[src/rtl/bebm_pkg.sv]
`timescale 1ns / 1ps

package bebm_pkg;

   localparam int LANES = 8;
   localparam logic [7:0] BYTE_ONES = 8'hFF;

   typedef enum logic {
      OP_READ  = 1'b0,
      OP_WRITE = 1'b1
   } op_type;

   typedef enum logic [2:0] {
      SIZE_BYTE  = 3'd0,
      SIZE_HALF  = 3'd1,
      SIZE_WORD  = 3'd2,
      SIZE_DWORD = 3'd3
   } size_type;

   typedef enum logic [1:0] {
      TRAP_NONE  = 2'd0,
      TRAP_RANGE = 2'd1,
      TRAP_ALIGN = 2'd2
   } trap_type;

   // What the decoder hands to the memory and to the read pipeline.
   typedef struct packed {
      logic        write_en;
      logic        read_ok;
      trap_type    trap;
      logic [2:0]  offset;
      logic [1:0]  size;
      logic        sext;
      logic [7:0]  byte_en;
      logic [63:0] lane_data;
   } access_type;

   // Side data that travels with each accepted beat while the memory is read.
   typedef struct packed {
      logic       read_ok;
      trap_type   trap;
      logic [2:0] offset;
      logic [1:0] size;
      logic       sext;
   } meta_type;

endpackage

[src/rtl/bebm_format.sv]
`timescale 1ns / 1ps

module bebm_format (
   input  logic [63:0]         rd_word,
   input  bebm_pkg::meta_type  meta,
   output logic [63:0]         value
);
   import bebm_pkg::*;

   logic [3:0] nbytes;
   logic       sign;
   logic [7:0] fill;
   logic [2:0] src [LANES];

   assign nbytes = 4'd1 << meta.size;
   assign sign   = rd_word[{meta.offset, 3'b111}];
   assign fill   = (meta.sext && (meta.size != SIZE_DWORD[1:0]) && sign) ? BYTE_ONES : 8'h00;

   always_comb begin
      for (int j = 0; j < LANES; j++) begin
         src[j] = 3'({1'b0, meta.offset} + nbytes - 4'd1 - 4'(j));
         if (!meta.read_ok) begin
            value[8*j +: 8] = 8'h00;
         end else if (4'(j) < nbytes) begin
            value[8*j +: 8] = rd_word[{src[j], 3'b000} +: 8];
         end else begin
            value[8*j +: 8] = fill;
         end
      end
   end

endmodule

[config.mk]
export PLATFORM = sky130hd
export DESIGN_NAME = bebm_format
export DESIGN_NICKNAME = d
export VERILOG_FILES = /design/src/rtl/bebm_pkg.sv /design/src/rtl/bebm_format.sv
export SDC_FILE = /design/constraint.sdc
export NUM_CORES = 1
export LEC_CHECK = 0
export BUFFER_PORTS_ARGS = -buffer_cell sky130_fd_sc_hd__buf_2
export CORE_ASPECT_RATIO = 1.2
export CORE_MARGIN = 5
export CORE_UTILIZATION = 46
export DETAILED_ROUTE_END_ITERATION = 16
export PLACE_DENSITY = 0.79
export SYNTH_ARGS = -nofsm -noshare
export SYNTH_HDL_FRONTEND = slang
export SYNTH_SLANG_ARGS = --single-unit
[constraint.sdc]
create_clock -name vclk -period 6.25
set_input_delay 0.9375 -clock vclk [all_inputs]
set_output_delay 0.9375 -clock vclk [all_outputs]
set_load 0.05 [all_outputs]
==> flow_summary_export.csv, run 1 <==
group,metric,value,unit
finish,antenna_cells,0,
die,rows,31,
placement,gp_congestion,0.916,
global_route,grt_pass1_wl,15.3,mm
critical_path,cpMaxStageDelayCell,"ha_1",
timing,relSlewSlack,0.206,
die,die_y,97.3,µm
pwr,internal_power,0.287,mW
global_route,grt_use_total,0.233,
pwr,powerDensity,239,nW/µm²
global_route,grtUsageMet2,0.372,
pwr,irDropWorstVdd,0.139,mV
global_route,first_global_vias,3088,
clocking,ctsResizeCount,0,
timing,timing.final.crit_period,5.33,ns
job,cap_violations,0,
critical_path,crit_path_start_kind,"input port",
critical_path,critPathArrivalTime,4.40,ns
placement,dp_hpwl,8.06,mm
min_path,holdPathStages,3,
placement,dp.cells,588,
finish,drive_above_1_share,0.364,
finish,multiInputGateArea,2740,µm²
finish,syn2layout_area_growth,22.9,%
clocking,hold_buffers,0,
yosys,syn_area_per_cell,7.25,µm²
yosys,netlist_area,2920,µm²
die,core,6130,µm²
run_status,status,"finished clean",
timing,finalCritPeriodShare,0.853,
finish,seq_cell_count,0,
pwr,pwr-share-comb,1.000,
critical_path,cpPeakStageDelay,1.01,ns
route,num_vias,3554,
timing,hold_viol,0,
critical_path,cp_max_fo,22,
yosys,yosysSeqAreaShare,0,
pwr,finalPower,0.858,mW
global_route,busiest_layer,"met2",
route,detail_route.vias_per_cell,6.04,
timing,rsz0062_at_grt,"no",
finish,final_cell_mix,"buf_2 (135), nand2_1 (97), mux2i_1 (77), a31oi_1 (40), a21oi_1 (27)",
die,initial_utilization,0.477,
global_route,antenna_found_initial,0,
route,ant_nets,0,
die,dieWidth,82.8,µm
yosys,yosys.cell_types.count,32,
min_path,hold_class,"in2out",
global_route,grt.met3_usage,0.0111,
finish,nets,586,
finish,seq_area,0,µm²
die,dieArea,8050,µm²
placement,io_buffers,135,
global_route,grt_max_degree,56,
finish,final_util,0.586,
timing,tns,0,ns
finish,fill_cells,602,
timing,setup_viol,0,
clocking,postCtsSetupBuffers,0,
yosys,synth_fp_nets,481,
pwr,p_sw,0.571,mW
pwr,clkPwrFrac,0,
route,first_pass_iters,5,
timing,fmax,0.187,GHz
critical_path,path_cells,"buf_2, or2_2, ha_1, inv_1, ha_2, ha_1, mux4_2, nand2_1, a31oi_1, buf_2",
pwr,seq_power_share,0,
yosys,synthCells,403,
finish,final_common_cell,"buf_2",
route,drc,0,
yosys,ys_warn_count,0,
finish,stdcell_count,588,
route,drt_iter0_markers,300,
route,drt_wl_total,10.1,mm
pwr,leakage,1.83,nW
critical_path,endpoint_kind,"output pin",
die,ios,137,
finish,clock_buffer_count,0,
pwr,p_sw_frac,0.666,
timing,hold-worst-slack,2.42,ns
route,wl_per_cell,17.2,µm
global_route,grt_util_met1,0.359,
timing,slew_violations,0,
critical_path,required,5.31,ns
global_route,overflow,0,
critical_path,crit_type,"in2out",
timing,tightest_slew,1.18,ns
[metrics by stage]
step	setup WS (ns)	instance area, µm²
3_5_place_dp	0.922	3590
2_1_floorplan	0.325	2920
4_1_cts	0.923	3590
5_1_grt	0.734	3590
6_report	0.916	3590
3_3_place_gp	0.954	3590
[metal layers]
metal,vias to the layer above,part of all wire
li1,1706,-
met1,1628,0.43
met2,212,0.47
met3,8,0.098
met4,0,0.0058
met5,-,0
[power by group through the flow]
stage / Sequential, mW / Combinational, mW / Clock [mW]
global route: 0 / 0.914 / 0
floorplan: 0 / 0.679 / 0
global placement: 0 / 0.833 / 0
detailed placement: 0 / 0.850 / 0
finish: 0 / 0.858 / 0
CTS: 0 / 0.852 / 0
[worst paths after layout]
path / from / end
min: meta[8] / value[7]
max: meta[2] / value[24]
[cells in the mapped netlist]
| cell type | n | share of area |
|---|---|---|
| inv_1 | 5 | 0.0064 |
| buf_6 | 1 | 0.0039 |
| xnor2_4 | 1 | 0.0094 |
| o21bai_1 | 6 | 0.015 |
| buf_1 | 3 | 0.0039 |
| xnor3_2 | 1 | 0.0081 |
| or2_2 | 1 | 0.0021 |
| nand2_1 | 97 | 0.12 |
| nor2b_1 | 6 | 0.013 |
| ha_1 | 5 | 0.021 |
| xnor2_1 | 3 | 0.0090 |
| xor2_2 | 1 | 0.0056 |
| o21ai_0 | 12 | 0.021 |
| a21oi_1 | 27 | 0.046 |
| o22ai_1 | 5 | 0.011 |
| clkbuf_1 | 23 | 0.030 |
| xnor2_2 | 2 | 0.011 |
| mux2_2 | 12 | 0.046 |
| a311oi_1 | 1 | 0.0030 |
| and2b_1 | 1 | 0.0026 |
| nand2b_1 | 1 | 0.0021 |
| mux2i_1 | 77 | 0.26 |
| mux4_2 | 21 | 0.16 |
| a211oi_1 | 6 | 0.015 |
| clkinv_1 | 1 | 0.0013 |
| buf_2 | 12 | 0.021 |
| nor2_1 | 18 | 0.023 |
| a31oi_1 | 40 | 0.086 |
| xor2_1 | 2 | 0.0060 |
| a21boi_0 | 8 | 0.021 |
| o21ai_1 | 3 | 0.0051 |
| and2_1 | 1 | 0.0021 |
[cells by family (layout without fill, tap and decap cells)]
| group | after synthesis | after routing | share of synthesized area |
|---|---|---|---|
| AO/OA/AOI/OAI | 108 | 108 | 0.223 |
| XOR/XNOR | 10 | 10 | 0.0492 |
| adder cells (fa/ha/maj) | 5 | 5 | 0.0214 |
| multiplexers | 110 | 110 | 0.472 |
| buffers and inverters | 45 | 148 | 0.0655 |
| AND/OR/NAND/NOR | 125 | 125 | 0.170 |
[critical path: cells and delay by family]
family	cells	cell delay, ns
AOI/OAI and AO/OA	1	0.09
adders and majority gates	3	1.66
buffers and inverters	3	0.54
muxes	1	0.62
and+or+nand+nor	2	0.52
[cell type report]
cell class,count,area share
inverters,6,0.00627
multi-input cells,358,0.763
well taps,82,0.0286
repair buffers,142,0.203
(Power assumes the default switching activity.)
==> run 2, diff against run 1 <==
--- a/config.mk
+++ b/config.mk
@@ -6,11 +6,12 @@
 export NUM_CORES = 1
 export LEC_CHECK = 0
 export BUFFER_PORTS_ARGS = -buffer_cell sky130_fd_sc_hd__buf_2
+export CAP_MARGIN = 25
 export CORE_ASPECT_RATIO = 1.2
 export CORE_MARGIN = 5
 export CORE_UTILIZATION = 46
 export DETAILED_ROUTE_END_ITERATION = 16
-export PLACE_DENSITY = 0.79
+export PLACE_DENSITY = 0.82
 export SYNTH_ARGS = -nofsm -noshare
 export SYNTH_HDL_FRONTEND = slang
 export SYNTH_SLANG_ARGS = --single-unit
==> run 2 against run 1 <==
- worst setup slack got worse by 0.0099 ns
- final area increased by 0.73%
- routed wire length increased by 7.0%
- die area unchanged
- sequential share of layout area unchanged
- highest routed layer unchanged
==> flow_summary_export.csv, run 2 (same netlist as run 1, synthesis figures left out) <==
group,metric,value,unit
timing,hold_viol,0,
finish,clock_buffer_count,0,
die,dieArea,8050,µm²
timing,tightest_slew,1.06,ns
critical_path,crit_type,"in2out",
global_route,grt_pass1_wl,16.9,mm
die,initial_utilization,0.477,
pwr,clkPwrFrac,0,
timing,timing.final.crit_period,5.34,ns
route,num_vias,3687,
clocking,hold_buffers,0,
route,ant_nets,0,
timing,finalCritPeriodShare,0.855,
clocking,ctsResizeCount,0,
route,detail_route.vias_per_cell,6.24,
timing,tns,0,ns
placement,dp_hpwl,8.57,mm
global_route,first_global_vias,3386,
finish,antenna_cells,0,
critical_path,cp_top_family,"XOR/XNOR gates",
die,die_y,97.3,µm
critical_path,cpMaxStageDelayCell,"xor2_1",
placement,gp_congestion,0.959,
global_route,overflow,0,
critical_path,endpoint_kind,"output pin",
pwr,leakage,1.85,nW
route,drc,0,
die,rows,31,
timing,relSlewSlack,0.289,
pwr,internal_power,0.289,mW
route,drt_wl_total,10.8,mm
clocking,postCtsSetupBuffers,0,
finish,seq_cell_count,0,
timing,setup_viol,0,
die,ios,137,
global_route,antenna_found_initial,0,
critical_path,critPathArrivalTime,4.41,ns
pwr,p_sw,0.576,mW
route,drt_iter0_markers,235,
placement,io_buffers,135,
finish,seq_area,0,µm²
timing,hold-worst-slack,2.39,ns
pwr,seq_power_share,0,
critical_path,path_cells,"buf_2, or2_2, ha_1, inv_1, ha_2, buf_4, xor2_1, xor2_1, nand2_1, a31oi_1, buf_2",
finish,final_cell_mix,"buf_2 (135), nand2_1 (97), mux2i_1 (77), a31oi_1 (40), a21oi_1 (27)",
route,first_pass_iters,5,
critical_path,required,5.31,ns
die,core,6130,µm²
finish,nets,589,
timing,slew_violations,0,
finish,final_util,0.591,
pwr,pwr-share-comb,1.000,
critical_path,cpPeakStageDelay,0.86,ns
run_status,status,"finished clean",
finish,final_common_cell,"buf_2",
pwr,p_sw_frac,0.666,
min_path,hold_class,"in2out",
timing,fmax,0.187,GHz
route,wl_per_cell,18.3,µm
critical_path,critPathBufInv,4,
pwr,powerDensity,239,nW/µm²
global_route,grt_max_degree,36,
finish,drive_above_1_share,0.367,
finish,syn2layout_area_growth,23.8,%
pwr,irDropWorstVdd,0.157,mV
pwr,finalPower,0.865,mW
critical_path,crit_path_start_kind,"input port",
die,dieWidth,82.8,µm
timing,rsz0062_at_grt,"no",
job,cap_violations,0,
critical_path,cp_max_fo,26,
finish,fill_cells,624,
global_route,grt_use_total,0.258,
## run 2: cell types whose count changed in the layout (fill, tap and decap cells not counted)
cell | before | now
buf_4 | 7 | 9
buf_6 | 0 | 1
## run 2: layout make-up
class	count	area, µm²	area share
timing repair buffer	145	754	0.208
multi-input combinational	358	2740	0.757
inverter	6	22.5	0.00622
tap	82	103	0.0283
## run 2: layer usage
metal  wire (µm)  GRT usage  vias to the layer above
met5           0          0                        -
met4         143     0.0302                        0
met3         950    0.00742                       18
met2        5280      0.436                      228
met1        4430      0.370                     1738
li1            -          -                     1703
## run 2: per-stage QoR
| stage | instances | setup slack (ns) | cell area, µm² |
|---|---|---|---|
| 5_1_grt | 591 | 0.630 | 3620 |
| 6_report | 591 | 0.906 | 3620 |
| 3_3_place_gp | 588 | 1.14 | 3590 |
| 2_1_floorplan | 403 | 0.325 | 2920 |
| 3_5_place_dp | 590 | 0.954 | 3610 |
| 4_1_cts | 590 | 0.957 | 3610 |
## run 2: power groups by stage
stage	clock (mW)	combinational, mW	sequential (mW)
final	0	0.865	0
after global routing	0	0.930	0
after CTS	0	0.853	0
after detailed placement	0	0.851	0
after global placement	0	0.828	0
after floorplan	0	0.679	0
## run 2: path summary, 6_finish.rpt
path	cells after the start	startpoint	endpoint	slack [ns]
setup / recovery	11	meta[2]	value[23]	0.91
hold / removal	3	meta[8]	value[5]	2.39
==> run 3, diff against run 2 <==
--- a/config.mk
+++ b/config.mk
@@ -5,13 +5,14 @@
 export SDC_FILE = /design/constraint.sdc
 export NUM_CORES = 1
 export LEC_CHECK = 0
+export ABC_AREA = 1
 export BUFFER_PORTS_ARGS = -buffer_cell sky130_fd_sc_hd__buf_2
 export CAP_MARGIN = 25
 export CORE_ASPECT_RATIO = 1.2
 export CORE_MARGIN = 5
 export CORE_UTILIZATION = 46
 export DETAILED_ROUTE_END_ITERATION = 16
-export PLACE_DENSITY = 0.82
+export PLACE_DENSITY = 0.81
 export SYNTH_ARGS = -nofsm -noshare
 export SYNTH_HDL_FRONTEND = slang
 export SYNTH_SLANG_ARGS = --single-unit
==> run 3 against run 2 <==
- count of clock-buffer cells in the layout unchanged
- worst setup slack improved by 0.19 ns
- first-iteration DRC count up 100%
- routed wire length increased by 10%
- flip-flop and latch count unchanged
- final cell count increased by 48%
- total power fell by 8.4%
- critical path type unchanged
- critical endpoint is now value[42]
==> flow_summary_export.csv, run 3 <==
group,metric,value,unit
pwr,pwr-share-comb,1.000,
route,wl_per_cell,13.6,µm
yosys,synthCells,697,
critical_path,endpoint_kind,"output pin",
critical_path,cp_max_fo,51,
yosys,synth_fp_nets,775,
finish,seq_cell_count,0,
finish,final_common_cell,"nand2_1",
pwr,p_sw,0.574,mW
min_path,hold_class,"in2out",
die,ios,137,
placement,dp_slack,1.20,ns
pwr,clkPwrFrac,0,
yosys,synth_mux_area_frac,0.00635,
critical_path,crit_path_start_kind,"input port",
clocking,ctsResizeCount,0,
timing,setup_viol,0,
global_route,grt_pass1_wl,18.6,mm
yosys,synth.area.top_cells,"nand3_1 (24%), nand2_1 (21%), o21ai_0 (15%)",
critical_path,startpoint,"meta[2]",
pwr,p_sw_frac,0.724,
clocking,hold_buffers,0,
timing,hold-worst-slack,2.36,ns
route,drt_wl_total,11.9,mm
finish,seq_area,0,µm²
run_status,status,"finished clean",
die,die_y,101,µm
finish,design_area,3760,µm²
critical_path,setup.worst_path.end,"value[42]",
route,wl_met3,1.26,mm
timing,relSlewSlack,0.442,
yosys,yosysSeqAreaShare,0,
finish,drive_above_1_share,0.202,
timing,rsz0062_at_grt,"no",
yosys,synth_compound_area_frac,0.248,
pwr,powerDensity,210,nW/µm²
route,met2_length,5.52,mm
finish,final_cell_mix,"nand2_1 (180), nand3_1 (154), buf_2 (135), o21ai_0 (94), inv_1 (92)",
die,core,6770,µm²
finish,final_util,0.556,
pwr,seq_power_share,0,
timing,timing.final.crit_period,5.16,ns
timing,tns,0,ns
yosys,yosys.area_share.simple,0.531,
yosys,synthXorXnorAreaFrac,0.00278,
critical_path,critPathArrivalTime,4.22,ns
global_route,antenna_found_initial,1,
finish,nets,869,
finish,stdcell_count,877,
yosys,yosysMostFrequentCell,"nand2_1",
yosys,synth_top_family_by_area,"simple AND/OR/NAND/NOR gates",
global_route,grt_use_total,0.255,
placement,io_buffers,135,
yosys,yosysTopAreaCell,"nand3_1",
pwr,finalPower,0.792,mW
yosys,synthAdderAreaFrac,0.0199,
pwr,irDropWorstVdd,0.124,mV
timing,slew_violations,0,
yosys,syn_area_per_cell,4.52,µm²
placement,placed_area,3760,µm²
route,detail_route.vias_per_cell,5.62,
pwr,internal_power,0.219,mW
yosys,netlist_area,3150,µm²
job,cap_violations,0,
route,drc,0,
route,ant_nets,0,
clocking,postCtsSetupBuffers,0,
finish,syn2layout_area_growth,19.5,%
die,dieArea,8610,µm²
placement,gp_congestion,0.984,
timing,hold_viol,0,
placement,dp_hpwl,9.30,mm
yosys,synthTopCellsByCount,"nand2_1 (180), nand3_1 (154), o21ai_0 (94)",
die,rows,33,
yosys,ys_warn_count,0,
pwr,leakage,2.35,nW
timing,fin_ws,1.09,ns
placement,dp.cells,876,
critical_path,crit_type,"in2out",
route,wl_met1,4.56,mm
timing,tightest_slew,0.838,ns
yosys,yosys.cell_types.count,23,
global_route,first_global_vias,4255,
timing,finalCritPeriodShare,0.825,
global_route,grt_max_degree,52,
yosys,netlist.area_leader.share,0.245,
timing,fmax,0.194,GHz
critical_path,required,5.31,ns
route,highest_layer,"met4",
route,num_vias,4927,
global_route,overflow,0,
finish,clock_buffer_count,0,
die,initial_utilization,0.465,
route,drt_iter0_markers,478,
route,first_pass_iters,8,
die,dieWidth,85.5,µm
## run 3: changes by cell type in the layout (fill, tap and decap cells not counted), moves of 13 or more
cell     previous run  this run
a21oi_1            27        42
a31oi_1            40         0
inv_1               5        92
mux2i_1            77         2
mux4_2             21         0
nand2_1            97       180
nand3_1             0       154
nor2_1             18        44
o21ai_0            12        94
o21ai_1             2        15
## run 3: worst min path at each step
| stage | startpoint | to | cells past startpoint |
|---|---|---|---|
| global placement | meta[8] | value[0] | 4 |
| detailed placement | meta[8] | value[6] | 4 |
| global route | meta[8] | value[5] | 4 |
| floorplan | meta[1] | value[47] | 4 |
| finish | meta[8] | value[0] | 4 |
| CTS | meta[8] | value[7] | 4 |
## run 3: power groups by stage
| stage | sequential [mW] | combinational [mW] | clock (mW) |
|---|---|---|---|
| floorplan | 0 | 0.616 | 0 |
| global placement | 0 | 0.768 | 0 |
| detailed placement | 0 | 0.776 | 0 |
| CTS | 0 | 0.778 | 0 |
| global route | 0 | 0.863 | 0.0000000214 |
| finish | 0 | 0.792 | 0.0000000214 |
## run 3: metal layers
layer,global-route usage,vias up
met5,0,-
met4,0.136,0
met3,0.0343,42
met2,0.431,317
met1,0.313,2113
li1,-,2455
## run 3: cell type report
cell class,instances,area [µm²]
inverters,99,372
well taps,87,109
fillers,779,3010
diodes,1,2.50
multi-input cells,548,2550
repair buffers,142,732
## run 3: cell families after synthesis
logic type,after synthesis
XOR/XNOR,1
adder cells (fa/ha/maj),5
AO/OA/AOI/OAI,154
AND/OR/NAND/NOR,386
buffers and inverters,149
multiplexers,2
## run 3: worst max-delay path, cell delays in order
cell      delay, ns
buf_2          0.26
nor2_1         0.21
clkinv_1       0.29
ha_2           1.00
buf_4          0.33
nor2_1         0.07
a21oi_1        0.21
nand2_1        0.07
o21ai_0        0.20
nand3_1        0.13
nand3_1        0.11
nand2_1        0.07
inv_1          0.07
buf_2          0.25
